## config.mk

```make
export PLATFORM = sky130hd
export DESIGN_NAME = ecsb_front
export DESIGN_NICKNAME = d
export VERILOG_FILES = /design/src/assert_macros.svh /design/src/ecsb_pkg.sv /design/src/ecsb_front.sv
export SDC_FILE = /design/constraint.sdc
export NUM_CORES = 1
export LEC_CHECK = 0
export ABC_AREA = 1
export ABC_CLOCK_PERIOD_IN_PS = 9270
export BUFFER_PORTS_ARGS = -buffer_cell sky130_fd_sc_hd__buf_2
export CORE_AREA = 4 4 176 178
export DETAILED_ROUTE_END_ITERATION = 7
export DIE_AREA = 0 0 180 182
export PLACE_DENSITY = 0.71
export SLEW_MARGIN = 20
export SYNTH_ARGS = -nofsm -noshare
export SYNTH_HDL_FRONTEND = slang
export SYNTH_SLANG_ARGS = --single-unit
```

## constraint.sdc

```tcl
create_clock -name clk -period 9.27 [get_ports clk]
set_input_delay 0.4635 -clock clk [delete_from_list [all_inputs] [get_ports clk]]
set_output_delay 0.4635 -clock clk [all_outputs]
set_load 0.01 [all_outputs]
```

## src/assert_macros.svh

```systemverilog
// Assertion macros for the blocklist RTL.
`ifndef ASSERT_MACROS_SVH
`define ASSERT_MACROS_SVH
// Clocked implication with synchronous reset disable.
`define ASSERT_IMPL(label, clk, rst, ante, cons) \
  label: assert property (@(posedge clk) disable iff (rst) (ante) |-> (cons)) \
    else $error("assertion failed");
// Clocked invariant.
`define ASSERT_ALWAYS(label, clk, rst, cond) \
  label: assert property (@(posedge clk) disable iff (rst) (cond)) \
    else $error("assertion failed");
`endif

```

## src/ecsb_pkg.sv

```systemverilog
// Package: types and constants of the error-count source blocklist.
package ecsb_pkg;
  localparam int TableEntries = 64;
  localparam int IdxW = (TableEntries > 1) ? $clog2(TableEntries) : 1;
  localparam int CntW = $clog2(TableEntries + 1);
  localparam int QDepth = 2;

  localparam logic [1:0] OpStart = 2'd0;
  localparam logic [1:0] OpClose = 2'd1;
  localparam logic [1:0] OpTick  = 2'd2;

  localparam logic [1:0] ActPass  = 2'd0;
  localparam logic [1:0] ActDown  = 2'd1;
  localparam logic [1:0] ActShut  = 2'd2;

  localparam logic [1:0] RegEnable = 2'd0;
  localparam logic [1:0] RegLimit  = 2'd1;
  localparam logic [1:0] RegPeriods = 2'd2;
  localparam logic [1:0] RegMode   = 2'd3;

  typedef enum logic [1:0] {
    CMD_NOP,
    CMD_START,
    CMD_CLOSE,
    CMD_TICK
  } cmd_kind_t;

  // Classified item passed from front to back.
  typedef struct packed {
    cmd_kind_t   kind;
    logic [63:0] key_high;
    logic [63:0] key_low;
    logic        key_v6;
  } cmd_t;

  typedef enum logic [2:0] {
    ST_IDLE,
    ST_SEARCH,
    ST_READ,
    ST_WRITE,
    ST_SWEEP_RD,
    ST_SWEEP_WR,
    ST_DONE
  } back_state_t;

  typedef struct packed {
    logic        enable;
    logic [31:0] error_limit;
    logic [7:0]  block_periods;
    logic        shutdown_mode;
  } cfg_t;
endpackage

```

## src/ecsb_front.sv

```systemverilog
// Front end: classifies input items and queues commands for the back end.
module ecsb_front (
  input  logic                clk,
  input  logic                rst,
  input  logic                push,
  output logic                full,
  input  logic [1:0]          op,
  input  logic [63:0]         addr_high,
  input  logic [63:0]         addr_low,
  input  logic                addr_is_v6,
  input  logic                is_tls,
  input  logic [31:0]         txn_err_class,
  input  logic [63:0]         txn_err_code,
  input  logic [31:0]         ssn_err_class,
  input  logic [63:0]         ssn_err_code,
  input  logic                enable,
  output logic                cmd_valid,
  output ecsb_pkg::cmd_t      cmd,
  input  logic                cmd_take
);
  localparam int PtrW = $clog2(ecsb_pkg::QDepth);
  ecsb_pkg::cmd_t q [ecsb_pkg::QDepth];
  logic [PtrW-1:0] wr_ptr;
  logic [PtrW-1:0] rd_ptr;
  logic [PtrW:0]   fill;
  ecsb_pkg::cmd_t  c;
  logic            match;
  logic            do_push;

  always_comb begin
    match = (txn_err_class == 32'd2 && txn_err_code == 64'd8) ||
            (ssn_err_class == 32'd1 && ssn_err_code == 64'd11);
    c.key_v6   = addr_is_v6;
    c.key_high = addr_is_v6 ? addr_high : 64'd0;
    c.key_low  = addr_is_v6 ? addr_low : {32'd0, addr_low[31:0]};
    case (op)
      ecsb_pkg::OpStart: c.kind = (enable && is_tls) ? ecsb_pkg::CMD_START : ecsb_pkg::CMD_NOP;
      ecsb_pkg::OpClose: c.kind = (enable && match) ? ecsb_pkg::CMD_CLOSE : ecsb_pkg::CMD_NOP;
      ecsb_pkg::OpTick:  c.kind = ecsb_pkg::CMD_TICK;
      default:           c.kind = ecsb_pkg::CMD_NOP;
    endcase
  end

  assign full      = (fill == (PtrW+1)'(ecsb_pkg::QDepth));
  assign do_push   = push && !full;
  assign cmd_valid = (fill != '0);
  assign cmd       = q[rd_ptr];

  always_ff @(posedge clk) begin
    if (do_push) q[wr_ptr] <= c;
  end

  always_ff @(posedge clk) begin
    if (rst) begin
      wr_ptr <= '0;
      rd_ptr <= '0;
      fill   <= '0;
    end else begin
      if (do_push) wr_ptr <= wr_ptr + 1'b1;
      if (cmd_take) rd_ptr <= rd_ptr + 1'b1;
      fill <= fill + (PtrW+1)'(do_push) - (PtrW+1)'(cmd_take);
    end
  end
endmodule

```

======== Word-level counts from Yosys, hierarchy flattened ========
Memories as Yosys holds them, arrays and structs flattened. A register that Yosys moved wholly into a read port is not among the register bits.
Cells that the tools add are included.
word-level totals
  flip-flop bits (word level) ............. 4
  input port bits ......................... 329
  memory bits (writable) .................. 262
  word-level logic and storage cells ...... 33
  output and inout port bits .............. 133
  memories kept ........................... 1
cells by class
  reduce and logical (&&, ||, !) cells .... 9
  multiplexer cells ....................... 9
  eq/ne operators ......................... 7
  add/sub/neg operators ................... 4
memories
  memory  depth  bits a word  read ports  clocked after Yosys merged registers in  write ports  line              text
  q       2      131          1           1                                        1            ecsb_front.sv:22  ecsb_pkg::cmd_t q [ecsb_pkg::QDepth];
operator list
  kind                                                                    number
  64-bit by 4-bit equality test with 1-bit output, second input constant  2
  64-bit two-way mux                                                      2
  32-bit by 1-bit equality test with 1-bit output, second input constant  1
  32-bit by 2-bit equality test with 1-bit output, second input constant  1
  2-bit one-hot mux with 3 select lines                                   1
  1-bit logical AND                                                       5
  1-bit two-way mux                                                       5
  2-bit equality test, second input constant                              2
  1-bit adder, second input constant                                      2
  2-bit by 1-bit adder with 2-bit output                                  1
  2-bit by 1-bit equality test with 1-bit output, second input constant   1
  2-bit zero test                                                         1
  2-bit two-way mux                                                       1
  2-bit nonzero test                                                      1
  2-bit by 1-bit subtractor with 2-bit output                             1
  1-bit zero test                                                         1
  1-bit logical OR                                                        1

======== Depth between registers and ports, before layout ========
  depth after elaboration ................. 6
  depth in mapped cells ................... 9
  gate-level depth less buffers ........... 9

======== Least setup slack after synthesis ========
No wires, ideal clock.
  path type ............................... input to register
  start point ............................. input push
  end point ............................... memory q[1][0] (netlist name) (enable)
  arrival time ............................ 6.007 ns
  setup slack ............................. 2.639 ns
  buffers on the path ..................... 0
  library setup time ...................... 0.624 ns
  cell stages on the path ................. 2
  cells stage by stage .................... o21ai_2 nor2_1
between the ends
  longest elaborated chain between the ends .. 3
RTL lines
  what                                     line              text
  start: declaration                       ecsb_front.sv:5   input logic push,
  1-bit logical AND                        ecsb_front.sv:45  assign do_push = push && !full;
  1-bit two-way mux                        ecsb_front.sv:50  if (do_push) q[wr_ptr] <= c;
  1-bit two-way mux (implied by the code)  ecsb_front.sv:50
  end: declaration                         ecsb_front.sv:22
Every way passes these cells.

==> impl_metrics.ini <==
[logic_synthesis]
yosys.cell_types.count = 20
syn-num-nets = 1164
ys_warn_count = 0
ys_seq_area_frac = 0.689
synth.cell_area_um2 = 11600
syn_inst = 833
syn_area_per_cell_um2 = 13.9
synth_seq_cells = 267

[die]
die_area_um2 = 32800
io_pins = 462
core_region_area_um2 = 29400
initial_utilization = 0.393
placementRows = 63
die_x_um = 180
die_h_um = 182

[run]
drv_cap = 0

[timing]
finalHoldViolCount = 0
fin_skew_ps = 15.4
max_freq_mhz = 262
rsz0062_at_grt = false
fin_tns_setup_ps = 0
worst_pin_slew_ps = 1020
period_minus_slack_ps = 3820
setup_violations = 0
relSlewSlack = 0.323
final_max_slew_viol_count = 0
fin_ws_ps = 5450
finalCritPeriodShare = 0.412

[worst_setup_path]
path_class = flip-flop to primary output
cp.required_ps = 8810
start_kind = flip-flop
crit_fanout = 61
cp.arrival_ps = 3350
endpoint_kind = primary output

[pwr]
p_comb_frac = 0.167
p_sw_frac = 0.242
total_power_w = 0.00301
power_density_nw_per_um2 = 199
switchingPower_w = 0.000728
ir_drop_mv = 0.159
power.share.sequential = 0.502
p_clk_frac = 0.331
p_leak_nw = 6.93
p_int_w = 0.00228

[layout]
fin_util = 0.513
layout_commonest_cell = buf_2
area_growth_pct = 30.3
seq_area_um2 = 7970
multi_input_area_um2 = 3020
final_cell_mix = buf_2 (460), edfxtp_1 (262), nand2_1 (160), nor2_1 (127), inv_1 (105)
layout-drive-gt1-share = 0.484
nNetsFinal = 1635
fillCellCount = 2530

[route]
avgViaCountPerCell = 4.46
wl_um = 28700
route.detailed.drc = 0
drtAntennaViolNets = 0
post_drt_wl_per_cell_um = 16.7
vias = 7657
drt-initial-drc-count = 384
dr.pass1.iters = 4

[cts]
cts_tree = built
cts_root_buf = clkbuf_16
cts_made_buffers = 27
cts_max_level = 1
post_cts_resized = 0
insertion_delay_ps = 530
clk_pin_slew_worst_paths_ps = 60
cts_hold_buf = 0
post_cts_buffers = 0
cts_sinks = 267
cts.path.max_buffers = 3

[place]
place_hpwl_um = 21700
gp_congestion = 0.854
numPortBuffers = 461
dpl_worst_slack_ps = 5910

[global_route]
antenna_found_initial = 4
grt_pass1_vias = 7943
grtUsageTotal = 0.163
grt_pass1_wl_um = 42100
overflow = 0
grt_max_degree = 67

[run_status]
status = completed

[worst_hold_path]
hold_path.class = primary input to flip-flop
==> area by class of cell <==
type                       instances  share of cell area
sequential                       267               0.529
multi-input combinational        435               0.201
timing repair buffer             468               0.157
clock buffer                      30              0.0456
tap                              390              0.0324
inverter                         105              0.0262
clock inverter                    19             0.00897
antenna                            3            0.000498
==> logic make-up (layout without fill, tap and decap cells) <==
family / Yosys count / after routing / synth area share
buffers and inverters: 131 / 622 / 0.0511
DFF: 267 / 267 / 0.689
xor gates and xnor gates: 2 / 2 / 0.00151
other: 0 / 3 / 0
muxes: 131 / 131 / 0.157
AOI/OAI and AO/OA: 2 / 2 / 0.00119
adders and majority gates: 2 / 2 / 0.00216
and+or+nand+nor: 298 / 298 / 0.0985
==> final timing paths <==
kind	from	to	slack, ps	cells past startpoint
setup / recovery	flip-flop	cmd[80]	5450	4
hold / removal	addr_low[8]	q[1][9]	120	1
setup reg to reg	fill[0]	q[1][89]	6350	4
hold reg to reg	rd_ptr	flip-flop	530	2
==> metrics by stage <==
stage	hold slack (ps)	instance area (um^2)	cells
floorplan	480	11600	833
global placement	508	14200	1665
detailed placement	529	14200	1665
CTS	83.3	15100	1714
global route	87.6	15100	1717
finish	117	15100	1717
==> state kept, by name, indices dropped and copies added, names as in the netlist, named ones only <==
| register | count |
|---|---|
| rd_ptr | 1 |
| fill | 2 |
| q | 262 |
| wr_ptr | 1 |
==> power by group through the flow <==
stage / Combinational (W) / Sequential [W] / Clock (W)
after floorplan: 0.000306 / 0.00154 / 0
after global placement: 0.000505 / 0.00153 / 0
after detailed placement: 0.000512 / 0.00153 / 0
after CTS: 0.000514 / 0.00151 / 0.00102
after global routing: 0.000547 / 0.00152 / 0.00108
final: 0.000503 / 0.00151 / 0.000994
==> cell usage after synthesis, drive strengths merged <==
library cell,instances,share of area
a21oi,1,0.00043
buf,21,0.015
clkbuf,5,0.0016
dfxtp,5,0.0087
edfxtp,262,0.68
ha,2,0.0022
inv,105,0.034
mux2,131,0.16
nand2,160,0.052
nand3,4,0.0017
nand3b,1,0.00065
nand4,1,0.00054
nor2,129,0.042
nor3b,2,0.0013
o21ai,1,0.00076
or2,1,0.00054
xnor2,2,0.0015
==> routing by layer <==
layer,vias to the layer above,share of wire,GRT usage
met5,-,0.00045,0
met4,2,0.027,0.0546
met3,49,0.067,0.0339
met2,316,0.53,0.306
met1,3529,0.37,0.186
li1,3761,-,-
==> critical path, stage by stage, from the launching register on <==
cell,delay (ps)
dfxtp_4,530
buf_4,790
buf_4,870
mux2_4,360
buf_2,140
(Power assumes the default switching activity.)
